<file path="src/rtl/abcs_pkg.sv">
package abcs_pkg;

  localparam int unsigned BOXES_DEF     = 64;
  localparam int unsigned FRAC_BITS_DEF = 8;

  // Configuration register indexes
  localparam logic [1:0] REG_GRAVITY = 2'd0;
  localparam logic [1:0] REG_WIN_W   = 2'd1;
  localparam logic [1:0] REG_WIN_H   = 2'd2;

  localparam logic SOLVE_X = 1'b0;
  localparam logic SOLVE_Y = 1'b1;

  // Body state as it travels down the cell row
  typedef struct packed {
    logic               valid;
    logic               phase;
    logic signed [23:0] x;
    logic signed [23:0] y;
    logic        [22:0] w;
    logic        [22:0] h;
    logic signed [23:0] vx;
    logic signed [23:0] vy;
    logic               ground;
  } body_t;

  // Box table write, broadcast to every cell
  typedef struct packed {
    logic               en;
    logic        [5:0]  slot;
    logic signed [23:0] x;
    logic signed [23:0] y;
    logic        [22:0] w;
    logic        [22:0] h;
    logic               solid;
  } box_wr_t;

  function automatic logic signed [23:0] sat24(input logic signed [25:0] v);
    if (v > 26'sd8388607) begin
      return 24'sh7FFFFF;
    end else if (v < -26'sd8388608) begin
      return 24'sh800000;
    end else begin
      return v[23:0];
    end
  endfunction

  function automatic logic signed [25:0] sx26(input logic signed [23:0] v);
    return {{2{v[23]}}, v};
  endfunction

  function automatic logic signed [25:0] ux26(input logic [22:0] v);
    return $signed({3'b000, v});
  endfunction

endpackage

</file>
<file path="src/rtl/abcs_cell.sv">
module abcs_cell #(
  parameter int unsigned IDX = 0
) (
  input  logic             clk,
  input  logic             rst,
  input  abcs_pkg::box_wr_t wr,
  input  abcs_pkg::body_t  bin,
  output abcs_pkg::body_t  bout
);

  logic               live;
  logic signed [23:0] box_x;
  logic signed [23:0] box_y;
  logic        [22:0] box_w;
  logic        [22:0] box_h;
  logic               sel;

  logic signed [25:0] x0, x1, y0, y1, bx0, bx1, by0, by1;
  logic               hit;
  abcs_pkg::body_t    nb;

  assign sel = wr.en && ({26'd0, wr.slot} == 32'(IDX));

  always_ff @(posedge clk) begin
    if (rst) begin
      live <= 1'b0;
    end else if (sel) begin
      live <= wr.solid;
    end
  end

  always_ff @(posedge clk) begin
    if (sel) begin
      box_x <= wr.x;
      box_y <= wr.y;
      box_w <= wr.w;
      box_h <= wr.h;
    end
  end

  always_comb begin
    x0  = abcs_pkg::sx26(bin.x);
    x1  = x0 + abcs_pkg::ux26(bin.w);
    y0  = abcs_pkg::sx26(bin.y);
    y1  = y0 + abcs_pkg::ux26(bin.h);
    bx0 = abcs_pkg::sx26(box_x);
    bx1 = bx0 + abcs_pkg::ux26(box_w);
    by0 = abcs_pkg::sx26(box_y);
    by1 = by0 + abcs_pkg::ux26(box_h);
    hit = live && (x0 < bx1) && (x1 > bx0) && (y0 < by1) && (y1 > by0);
    nb  = bin;
    if (hit) begin
      if (bin.phase == abcs_pkg::SOLVE_X) begin
        if (bin.vx > 24'sd0) begin
          nb.x  = abcs_pkg::sat24(bx0 - abcs_pkg::ux26(bin.w));
          nb.vx = '0;
        end else if (bin.vx < 24'sd0) begin
          nb.x  = abcs_pkg::sat24(bx1);
          nb.vx = '0;
        end
      end else begin
        if (bin.vy > 24'sd0) begin
          nb.y      = abcs_pkg::sat24(by0 - abcs_pkg::ux26(bin.h));
          nb.vy     = '0;
          nb.ground = 1'b1;
        end else begin
          nb.y  = abcs_pkg::sat24(by1);
          nb.vy = '0;
        end
      end
    end
  end

  always_ff @(posedge clk) begin
    if (rst) begin
      bout.valid <= 1'b0;
    end else begin
      bout.valid <= bin.valid;
    end
  end

  always_ff @(posedge clk) begin
    bout.phase  <= nb.phase;
    bout.x      <= nb.x;
    bout.y      <= nb.y;
    bout.w      <= nb.w;
    bout.h      <= nb.h;
    bout.vx     <= nb.vx;
    bout.vy     <= nb.vy;
    bout.ground <= nb.ground;
  end

endmodule

</file>
<file path="config.mk">
export PLATFORM = sky130hd
export DESIGN_NAME = abcs_cell
export DESIGN_NICKNAME = d
export VERILOG_FILES = /design/src/rtl/abcs_pkg.sv /design/src/rtl/abcs_cell.sv
export SDC_FILE = /design/constraint.sdc
export NUM_CORES = 1
export LEC_CHECK = 0
export BUFFER_PORTS_ARGS = -buffer_cell sky130_fd_sc_hd__buf_2
export CORE_MARGIN = 5
export CORE_UTILIZATION = 61
export CTS_BUF_LIST = sky130_fd_sc_hd__clkbuf_4 sky130_fd_sc_hd__clkbuf_8
export CTS_CLUSTER_DIAMETER = 50
export DETAILED_ROUTE_END_ITERATION = 10
export GPL_TIMING_DRIVEN = 0
export PLACE_DENSITY = 0.95
export SLEW_MARGIN = 20
export SYNTH_ARGS = -nofsm -noshare
export SYNTH_HDL_FRONTEND = slang
export SYNTH_SLANG_ARGS = --single-unit
</file>
<file path="constraint.sdc">
create_clock -name clk -period 32.8 [get_ports clk]
set_clock_uncertainty 0.05 [all_clocks]
set_input_delay 6.56 -clock clk [delete_from_list [all_inputs] [get_ports clk]]
set_output_delay 6.56 -clock clk [all_outputs]
set_load 0.005 [all_outputs]
</file>
After elaboration in Yosys (flattened, before gate mapping)
Index checks and enable logic that the tools add are counted.
{ "totals": {"in_bits": 249, "reg_bits": 240, "word_cells": 61, "output_inout_bits": 145} }
{ "classes": {"add_sub_neg": 6, "reduce_logical": 6, "muxes": 20, "n_lt_le_gt_ge": 15} }
{ "op_table": {"columns": ["operator", "count"], "rows": [
  ["2-to-1 mux 24 bit", 16],
  ["adder 24 x 24 -> 25 bit", 4],
  ["greater-than comparator 25 x 24 -> 1 bit, second input constant", 4],
  ["< comparator 25 x 24 -> 1 bit, second input constant", 4],
  ["greater-than comparator 25 x 24 -> 1 bit", 2],
  ["< comparator 24 x 25 -> 1 bit", 2],
  ["subtractor 24 x 24 -> 25 bit", 2],
  ["2-to-1 mux 49 bit", 1],
  ["greater-than comparator 24 x 1 -> 1 bit, second input constant", 2],
  ["2-to-1 mux 48 bit", 1],
  ["2-to-1 mux 25 bit", 1],
  ["< comparator 24 x 1 -> 1 bit, second input constant", 1],
  ["logical NOT 6 bit", 1],
  ["logical AND 1 bit", 5],
  ["2-to-1 mux 1 bit", 1]
]} }

Longest topological paths before layout
Gate-level depths: netlist (run 1).
{ "depth": {"depth_word": 8, "depth_mapped": 26} }

Least setup slack after synthesis (run 1)
Ideal clock, no wire load.
{ "synth_path": {"kind": "input -> register", "startpoint": "input port wr[97] in the netlist's numbering", "endpoint": "register live", "path_stages": 4, "path_buffers": 0, "required_time_ps": 32627, "t_arrival_ps": 16971, "path_slack_ps": 15656, "cell_sequence": "or4b_2 -> nor4_1 -> mux2i_1 -> nor2_1"} }
{ "synth_between": {"elab_chain_cells": 2} }
{ "synth_lines": {"columns": ["item", "line", "rtl"], "rows": [
  ["start: declaration", "abcs_cell.sv:6", "input abcs_pkg::box_wr_t wr,"],
  ["logical NOT 6 bit", "abcs_cell.sv:22", "assign sel = wr.en && ({26'd0, wr.slot} == 32'(IDX));"],
  ["logical AND 1 bit", "abcs_cell.sv:22", null],
  ["named net sel", "abcs_cell.sv:16", "logic sel;"],
  ["end signal: assignment", "abcs_cell.sv:28", "live <= wr.solid;"],
  ["end: declaration", "abcs_cell.sv:11", "logic live;"]
]} }
The timed path passes the listed nets, and every way through them passes these cells.
A chain may end at the register's enable or synchronous reset.

==> results of run 1 <==
-- area by class of cell --
class | count | area, µm² | share of cell area [%]
multi-input cells | 1354 | 10200 | 51.0
flip-flops and latches | 240 | 5750 | 28.7
repair buffers | 407 | 2040 | 10.2
clock buffers | 60 | 751 | 3.76
inverters | 139 | 522 | 2.61
well taps | 341 | 427 | 2.13
plain buffers | 31 | 153 | 0.764
clock inverters | 14 | 139 | 0.695
diodes | 5 | 12.5 | 0.0626
-- metrics by stage --
stage / total power (µW) / util [%] / setup WS [ps] / cell area, µm² / std cells
final: 781 / 74.4 / 19800 / 20000 / 2591
after global routing: 818 / 74.4 / 19500 / 20000 / 2590
after CTS: 782 / 74.3 / 19980 / 20000 / 2586
after detailed placement: 492 / 71.0 / 19470 / 19100 / 2512
after global placement: 486 / 70.7 / 11580 / 19000 / 2498
after floorplan: 433 / - / 15660 / 16600 / 1764
-- state kept, by name, summed over array words and instances (netlist names) --
name   flops
bout     145
box_h     23
box_w     23
box_x     24
box_y     24
live       1
-- cell usage after synthesis (6+ instances only) --
cell,instances,area (µm²)
edfxtp_1,94,2820
a221o_1,6,60.1
buf_4,6,45.0
nor2_1,93,349
and2_1,59,369
a2111oi_0,8,70.1
or2_2,10,62.6
nor2b_1,24,150
nor3_1,31,155
nand4_1,25,156
clkbuf_1,19,71.3
a2bb2oi_2,14,210
xor2_1,38,333
ha_1,234,2930
nand3_1,40,200
o21ai_1,7,35.0
a21o_1,66,495
a21oi_1,174,871
o21a_1,41,308
inv_1,139,522
o21ai_0,79,395
a211o_1,6,52.6
o31ai_1,6,45.0
a31oi_1,24,150
fa_1,6,120
or3_1,10,62.6
nand2b_1,38,238
xnor2_1,79,692
o211ai_1,6,45.0
nor4_1,15,93.8
o21bai_1,20,150
nand2_1,73,274
dfxtp_1,146,2920
a211oi_1,14,105
mux2_2,25,282
and3_1,10,62.6
-- path summary, 6_finish.rpt --
kind	start	cells after the start	slack [ps]	endpoint
setup / recovery	bin[49]	25	19800	bout[138]
hold / removal	live	2	510	live
setup reg to reg	box_y[0]	22	25420	bout[138]
hold reg to reg	live	2	510	live
-- per-layer routing --
layer / wire length [µm] / vias up / track usage [%]
met5: 40 / - / 0
li1: - / 7364 / -
met2: 26000 / 784 / 58.4
met4: 2960 / 6 / 17.7
met1: 19800 / 7280 / 38.3
met3: 4130 / 209 / 5.80
-- report_power, final --
part	internal [µW]	total, µW	switching (µW)
clock network	164	290	125
logic	76.1	168	91.9
registers	320	323	3.18
-- worst min-delay path, cell delays in order (launching register included) --
cell	delay, ps
dfxtp_1	330
mux2i_1	130
nor2_1	50
-- cell families (layout without fill, tap and decap cells) --
| kind of cell | Yosys count | after routing | share of synthesized area, % |
|---|---|---|---|
| DFF | 240 | 240 | 34.6 |
| buffers and inverters | 170 | 651 | 4.06 |
| adders and majority gates | 240 | 240 | 18.3 |
| AOI/OAI and AO/OA | 517 | 517 | 20.5 |
| other | 0 | 5 | 0 |
| and+or+nand+nor | 451 | 451 | 14.4 |
| muxes | 29 | 29 | 1.94 |
| xor gates and xnor gates | 117 | 117 | 6.17 |
-- layout by cell type (no fill, tap or decap), drive strengths merged, types with 31 or more instances in the layout --
cell | synthesis | routed
buf | 12 | 419
ha | 234 | 234
a21oi | 174 | 174
dfxtp | 146 | 146
inv | 139 | 142
edfxtp | 94 | 94
nor2 | 93 | 93
o21ai | 86 | 86
xnor2 | 79 | 79
clkbuf | 19 | 79
nand2 | 74 | 74
a21o | 66 | 66
and2 | 59 | 59
o21a | 41 | 41
nand3 | 40 | 40
nand2b | 39 | 39
xor2 | 38 | 38
nor3 | 31 | 31
==> flow_summary_export.csv, run 1 <==
group,metric,value,unit
clock_tree,cts_hold_buf,0,
clock_tree,cts.reportedPaths.clkPinSlew,60,ps
synth,synth_area,16600,µm²
setup_path,critPathBufInv,2,
synth,ys.warnings.count,0,
global_routing,grt_max_degree,11,
power,p_per_area,39.1,nW/µm²
timing,finalCritPeriodShare,39.6,%
setup_path,required,33180,ps
layout,num-nets-final,2702,
placement,dp_hpwl,42900,µm
clock_tree,cts_root_buf,"clkbuf_8",
setup_path,cp_slowest_stage_delay,880,ps
route,ant_nets,0,
synth,syn_avg_cell_area,9.42,µm²
global_routing,grt_pass1_wl,81800,µm
placement,gp_congestion,0.995,
clock_tree,htreeDepth,2,
synth,synth_edf_count,94,
die,io_pins,394,
die,die_area,30600,µm²
timing,worst_pin_slew,1170,ps
setup_path,critPathArrivalTime,13380,ps
clock_tree,cts_buffers,40,
power,p_leak,0.00957,µW
die,start_util,61.8,%
timing,fin_tns_setup,0,ps
clock_tree,cts.sinks,240,
global_routing,first_global_vias,15900,
layout,areaGrowthSynthToFinish,20.3,%
setup_path,path_delay_family,"compound AO/OA/AOI/OAI gates",
run_status,status,"finished clean",
die,core-area,26900,µm²
timing,fin_crit,13000,ps
setup_path,path_max_fanout,10,
route,routedWlPerCell,20.4,µm
timing,grt_setup_unrepaired,"no",
synth,ys_ff_latch,240,
global_routing,grtUsageTotal,33.1,%
route,route.detailed.drc,0,
timing,setup_violations,0,
setup_path,cp-end-kind,"flop",
setup_path,crit_type,"input port to flop",
die,die_w,175,µm
synth,synth-main-ff-cell,"dfxtp_1",
setup_path,setup.worst_path.start_class,"input port",
timing,fmax,76.9,MHz
synth,syn_inst,1764,
die,rows,60,
route,viasPerCell,6.04,
clock_tree,post_cts_buffers,0,
power,ir_drop,0.0362,mV
global_routing,antenna_found_initial,7,
layout,drive_gt1_share,24.7,%
clock_tree,cts_resized,0,
route,vias,15600,
clock_tree,clock_path_buffers,3,
route,drt-initial-drc-count,1262,
job,maxCapViolations,0,
placement,io_buffers,393,
layout,fillers,1937,
timing,slew_violations,0,
synth,ys_seq_area_share,34.6,%
timing,hold_violations,0,
min_path,hold_class,"flop to flop",
synth,synth.distinct_cells,77,
die,die_h,175,µm
timing,timing.hold.ws,509,ps
global_routing,grt-ovfl-total,0,
route,wirelength,52900,µm
synth,async_flop_share,0,%
route,drtPass1Iterations,6,
synth,synth_fp_nets,2253,
timing,slew_headroom,21.5,%
clock_tree,cts_tree,"done",
clock_tree,clk_latency,570,ps
setup_path,critical-path-slowest-cell,"a2111oi_0",
(Power assumes the default switching activity.)
==> run 2, diff against run 1 <==
--- a/config.mk
+++ b/config.mk
@@ -7,12 +7,12 @@
 export LEC_CHECK = 0
 export BUFFER_PORTS_ARGS = -buffer_cell sky130_fd_sc_hd__buf_2
 export CORE_MARGIN = 5
-export CORE_UTILIZATION = 61
+export CORE_UTILIZATION = 51
 export CTS_BUF_LIST = sky130_fd_sc_hd__clkbuf_4 sky130_fd_sc_hd__clkbuf_8
 export CTS_CLUSTER_DIAMETER = 50
 export DETAILED_ROUTE_END_ITERATION = 10
 export GPL_TIMING_DRIVEN = 0
-export PLACE_DENSITY = 0.95
+export PLACE_DENSITY = 0.87
 export SLEW_MARGIN = 20
 export SYNTH_ARGS = -nofsm -noshare
 export SYNTH_HDL_FRONTEND = slang
==> constraint.sdc (replaced) <==
create_clock -name clk -period 11 [get_ports clk]
set_clock_uncertainty 0.05 [all_clocks]
set_input_delay 2.2 -clock clk [delete_from_list [all_inputs] [get_ports clk]]
set_output_delay 2.2 -clock clk [all_outputs]
set_load 0.005 [all_outputs]
==> flow_summary_export.csv, run 2 (synthesis results as in run 1) <==
group,metric,value,unit
timing,timing.hold.ws,503,ps
layout,mostFrequentLayoutCell,"buf_2",
die,core-area,32400,µm²
die,rows,66,
setup_path,required,11390,ps
clock_tree,cts_root_buf,"clkbuf_8",
route,viasPerCell,5.73,
layout,finalInstanceArea,20200,µm²
layout,areaGrowthSynthToFinish,21.4,%
timing,slew_headroom,26.9,%
layout,mostFrequentLayoutCells,"buf_2 (398), ha_1 (234), a21oi_1 (174)",
clock_tree,cts_resized,0,
clock_tree,cts_buffers,42,
setup_path,cp-end-kind,"flop",
timing,fin_crit,8740,ps
job,maxCapViolations,0,
clock_tree,cts.reportedPaths.clkPinSlew,60,ps
die,die_h,190,µm
clock_tree,clock_path_buffers,3,
setup_path,crit_type,"input port to flop",
global_routing,grt-ovfl-total,0,
clock_tree,cts_hold_buf,0,
layout,fin_util,62.3,%
layout,multiInputGateArea,10200,µm²
global_routing,grt_pass1_wl,80900,µm
clock_tree,htreeDepth,2,
global_routing,antenna_found_initial,4,
die,io_pins,394,
setup_path,critPathArrivalTime,9130,ps
timing,grt_setup_unrepaired,"no",
die,die_area,36300,µm²
route,wirelength,52800,µm
clock_tree,clk_latency,580,ps
global_routing,grtUsageTotal,27.8,%
setup_path,setup.worst_path.start_class,"input port",
run_status,status,"finished clean",
power,p_per_area,117,nW/µm²
timing,setup_violations,0,
placement,dp_hpwl,43600,µm
die,start_util,51.3,%
timing,slew_violations,0,
clock_tree,post_cts_buffers,0,
die,die_w,190,µm
layout,reg.largest.list,"bout x145, box_x x24, box_y x24",
layout,largest_reg_flops,145,
setup_path,path_max_fanout,10,
route,route.detailed.drc,0,
setup_path,critical-path-slowest-cell,"nor4_4",
timing,fin_tns_setup,0,ps
route,drt-initial-drc-count,980,
layout,largest-register,"bout",
power,ir_drop,0.0907,mV
timing,finalCritPeriodShare,79.4,%
placement,gp_congestion,0.943,
layout,drive_gt1_share,24.7,%
layout,fillers,2661,
timing,worst_pin_slew,1090,ps
clock_tree,cts.sinks,240,
global_routing,grt_max_degree,15,
clock_tree,cts_tree,"done",
timing,fmax,114,MHz
setup_path,cp_slowest_stage_delay,730,ps
route,ant_nets,0,
route,vias,15400,
min_path,hold_class,"flop to flop",
layout,num-nets-final,2698,
placement,postPlaceCellArea,19200,µm²
route,drtPass1Iterations,7,
global_routing,first_global_vias,15700,
placement,io_buffers,393,
timing,hold_violations,0,
route,routedWlPerCell,19.7,µm
layout,regArea,5750,µm²
power,p_leak,0.00958,µW
run 2: path summary, 6_finish.rpt:
path | start | to | slack [ps] | depth (start not counted)
max | bin[49] | bout[138] | 2260 | 25
min | live | live | 500 | 2
max reg2reg | box_y[0] | bout[138] | 3920 | 22
min reg2reg | live | live | 500 | 2
run 2: where the power goes:
group,leakage (µW),switching (µW),internal (µW)
combinational,0.00701,278,227
clock,0.000493,372,517
sequential,0.00208,8.75,954
total,0.00958,659,1700
run 2: final cells by class:
class / count / share of cell area [%]
timing repair buffer: 401 / 10.2
antenna: 2 / 0.0248
sequential: 240 / 28.5
multi-input combinational: 1354 / 50.6
tap: 442 / 2.74
clock inverter: 11 / 0.589
clock buffer: 66 / 4.01
buffer: 31 / 0.757
inverter: 139 / 2.59
run 2: layer usage:
metal	track usage (%)	part of all wire, %
met5	0	0.083
met1	33.0	39
met2	50.1	49
met4	10.9	4.1
met3	4.82	7.3
run 2: critical path: cells and delay by family:
kind	cells	cell delay (ps)
AND/OR/NAND/NOR	10	2710
adder cells (fa/ha/maj)	3	960
XOR/XNOR	1	190
AO/OA/AOI/OAI	9	2600
buffers and inverters	2	430
run 2: through the flow:
step,power [µW],setup slack [ps],cells
floorplan,1290,2280,1764
global placement,1460,-237,2599
detailed placement,1470,1850,2607
CTS,2370,2440,2684
global route,2470,1840,2685
finish,2360,2260,2686
==> run 3, diff against run 2 <==
--- a/config.mk
+++ b/config.mk
@@ -5,9 +5,10 @@
 export SDC_FILE = /design/constraint.sdc
 export NUM_CORES = 1
 export LEC_CHECK = 0
+export ABC_AREA = 1
 export BUFFER_PORTS_ARGS = -buffer_cell sky130_fd_sc_hd__buf_2
 export CORE_MARGIN = 5
-export CORE_UTILIZATION = 51
+export CORE_UTILIZATION = 52
 export CTS_BUF_LIST = sky130_fd_sc_hd__clkbuf_4 sky130_fd_sc_hd__clkbuf_8
 export CTS_CLUSTER_DIAMETER = 50
 export DETAILED_ROUTE_END_ITERATION = 10
==> constraint.sdc (replaced) <==
create_clock -name clk -period 7.56 [get_ports clk]
set_clock_uncertainty 0.05 [all_clocks]
set_input_delay 1.512 -clock clk [delete_from_list [all_inputs] [get_ports clk]]
set_output_delay 1.512 -clock clk [all_outputs]
set_load 0.005 [all_outputs]
==> flow_summary_export.csv, run 3 <==
group,metric,value,unit
run_status,status,"finished clean",
global_routing,antenna_found_initial,3,
timing,fin_tns_setup,0,ps
job,maxCapViolations,0,
clock_tree,cts.sinks,240,
layout,mostFrequentLayoutCell,"nand2_1",
global_routing,grtUsageTotal,31.8,%
min_path,hp-start,"live",
layout,largest_reg_flops,145,
placement,dp_hpwl,56700,µm
clock_tree,cts_root_buf,"clkbuf_8",
placement,io_buffers,393,
setup_path,cp_slowest_stage_delay,540,ps
synth,synth-main-ff-cell,"dfxtp_1",
clock_tree,cts_buffers,42,
die,die_w,201,µm
global_routing,grt_max_degree,50,
layout,largest-register,"bout",
die,die_area,40500,µm²
setup_path,critical-path-slowest-cell,"a221oi_1",
die,start_util,52.3,%
synth,synth_fp_nets,3193,
min_path,min_to,"live",
layout,fin_util,61.9,%
setup_path,r2r-end,"bout[20]",
power,ir_drop,0.150,mV
layout,num-nets-final,3631,
placement,gp_congestion,1.07,
synth,ys_ff_latch,240,
clock_tree,post_cts_buffers,0,
setup_path,cp_common_cell,"o21ai_1",
setup_path,cp-end-kind,"flop",
synth,synth_edf_count,94,
timing,slew_violations,0,
global_routing,grt-ovfl-total,0,
min_path,hold_class,"flop to flop",
route,drt-initial-drc-count,1991,
global_routing,first_global_vias,19000,
power,p_per_area,154,nW/µm²
synth,synth.most_common_cell,"nand2_1",
layout,areaGrowthSynthToFinish,18.4,%
timing,slew_headroom,42.4,%
die,io_pins,394,
timing,finalCritPeriodShare,92.3,%
clock_tree,cts.reportedPaths.clkPinSlew,60,ps
route,routedWlPerCell,18.4,µm
layout,reg.largest.list,"bout x145, box_x x24, box_y x24",
synth,async_flop_share,0,%
setup_path,crit_type,"input port to flop",
synth,synth_top_area_cell,"ha_1",
layout,drive_gt1_share,16.0,%
layout,mostFrequentLayoutCells,"nand2_1 (748), buf_2 (404), inv_1 (397)",
setup_path,r2r_start,"box_y[0]",
die,die_h,201,µm
placement,postPlaceCellArea,21600,µm²
timing,setup_violations,0,
synth,synth_top_area_share,15.4,%
min_path,holdPathStages,2,
setup_path,setup.worst_path.start_class,"input port",
die,rows,70,
clock_tree,clock_path_buffers,3,
synth,synth.distinct_cells,47,
setup_path,r2r_setup_slack,1890,ps
setup_path,path_max_fanout,10,
synth,syn_avg_cell_area,7.03,µm²
route,drtPass1Iterations,6,
clock_tree,cts_hold_buf,0,
clock_tree,htreeDepth,2,
timing,hold_violations,0,
synth,netlist_top_cells_count,"nand2_1 (748), inv_1 (397), ha_1 (234)",
setup_path,r2r_cells,24,
die,core-area,36300,µm²
route,vias,20100,
route,wirelength,67300,µm
setup_path,path_delay_family,"compound AO/OA/AOI/OAI gates",
global_routing,grt_pass1_wl,102000,µm
clock_tree,cts_tree,"done",
route,route.detailed.drc,0,
setup_path,critPathBufInv,3,
setup_path,required,8000,ps
timing,fin_crit,6980,ps
clock_tree,clk_latency,600,ps
timing,worst_pin_slew,861,ps
synth,ys_seq_area_share,30.2,%
synth,ys.warnings.count,0,
timing,grt_setup_unrepaired,"no",
timing,fmax,143,MHz
route,viasPerCell,5.51,
setup_path,critPathArrivalTime,7420,ps
synth,synth_area,19000,µm²
layout,finalInstanceArea,22500,µm²
synth,synth.area.top_cells,"ha_1 (15%), dfxtp_1 (15%), edfxtp_1 (15%)",
synth,syn_inst,2704,
power,p_leak,0.0119,µW
clock_tree,cts_resized,0,
route,ant_nets,0,
## run 3: cell count changes after synthesis, sizes merged, moves of 28 or more
cell | before | now
a21o | 66 | 4
a21oi | 174 | 224
and2 | 59 | 3
inv | 139 | 398
nand2 | 74 | 749
nand2b | 39 | 0
nand3 | 40 | 186
nor2 | 93 | 186
o21ai | 86 | 139
xnor2 | 79 | 39
xor2 | 38 | 66
## run 3: layout make-up
class / instances / area, µm²
inverters: 400 / 1500
diodes: 2 / 5.00
clock buffers: 68 / 823
flip-flops and latches: 240 / 5750
clock inverters: 10 / 75.1
repair buffers: 394 / 1990
fillers: 3328 / 13900
well taps: 468 / 586
plain buffers: 44 / 216
multi-input cells: 2020 / 11500
## run 3: power breakdown
part	leakage (µW)	switching (µW)	internal (µW)
Clock	0.000479	541	698
Combinational	0.00933	507	315
Sequential	0.00208	14.0	1390
Total	0.0119	1060	2400
## run 3: worst register-to-register path: stages (launching register included)
cell and delay [ps]:
edfxtp_1 540, ha_1 330, inv_1 110, fa_1 400, o21ai_0 530, nand3_1 130, nand2_1 200, nand3_1 90
nand2_1 110, xor2_1 400, inv_1 90, ha_1 310, nand2_1 70, nor2_1 150, o211ai_1 110, nand3_1 180
nand3_1 120, nand4_1 100, and3_1 170, nand3_1 160, nor2_1 260, nand3_2 240, nor2_4 440, buf_6 220
nor2_1 60
## run 3: worst max-delay path by stage
| stage | from | endpoint | slack (ps) | cells past startpoint |
|---|---|---|---|---|
| after detailed placement | bin[119] | bout[20] | 170 | 26 |
| after global placement | bin[119] | bout[22] | 210 | 26 |
| after CTS | bin[119] | bout[22] | 810 | 26 |
| final | bin[119] | bout[20] | 580 | 26 |
| after global routing | bin[119] | bout[22] | 370 | 26 |
| after floorplan | bin[72] | bout[33] | 2200 | 25 |
## run 3: cell families (layout without fill, tap and decap cells)
logic type               Yosys count  count (layout)  synth area share, %
AO/OA/AOI/OAI                    443             443                 12.7
flip-flops                       240             240                 30.2
buffers and inverters            444             916                 9.04
adder cells (fa/ha/maj)          240             240                 16.0
AND/OR/NAND/NOR                 1232            1232                 27.1
other                              0               2                    0
XOR/XNOR                         105             105                 4.84
## run 3: through the flow
step / instances / total power [µW] / hold WS [ps] / worst slack (ps)
6_report: 3646 / 3460 / 512 / 578
5_1_grt: 3646 / 3660 / 522 / 370
4_1_cts: 3644 / 3470 / 511 / 813
3_5_place_dp: 3566 / 2230 / 503 / 172
3_3_place_gp: 3565 / 2220 / 495 / 210
2_1_floorplan: 2704 / 1940 / 415 / 2200
## run 3: layer usage
layer | vias to the layer above | part of all wire, % | track usage (%)
met5 | - | 0.027 | 0
met4 | 2 | 5.6 | 15.9
met3 | 217 | 11 | 6.91
met2 | 1115 | 44 | 51.1
met1 | 8934 | 40 | 40.7
li1 | 9825 | - | -
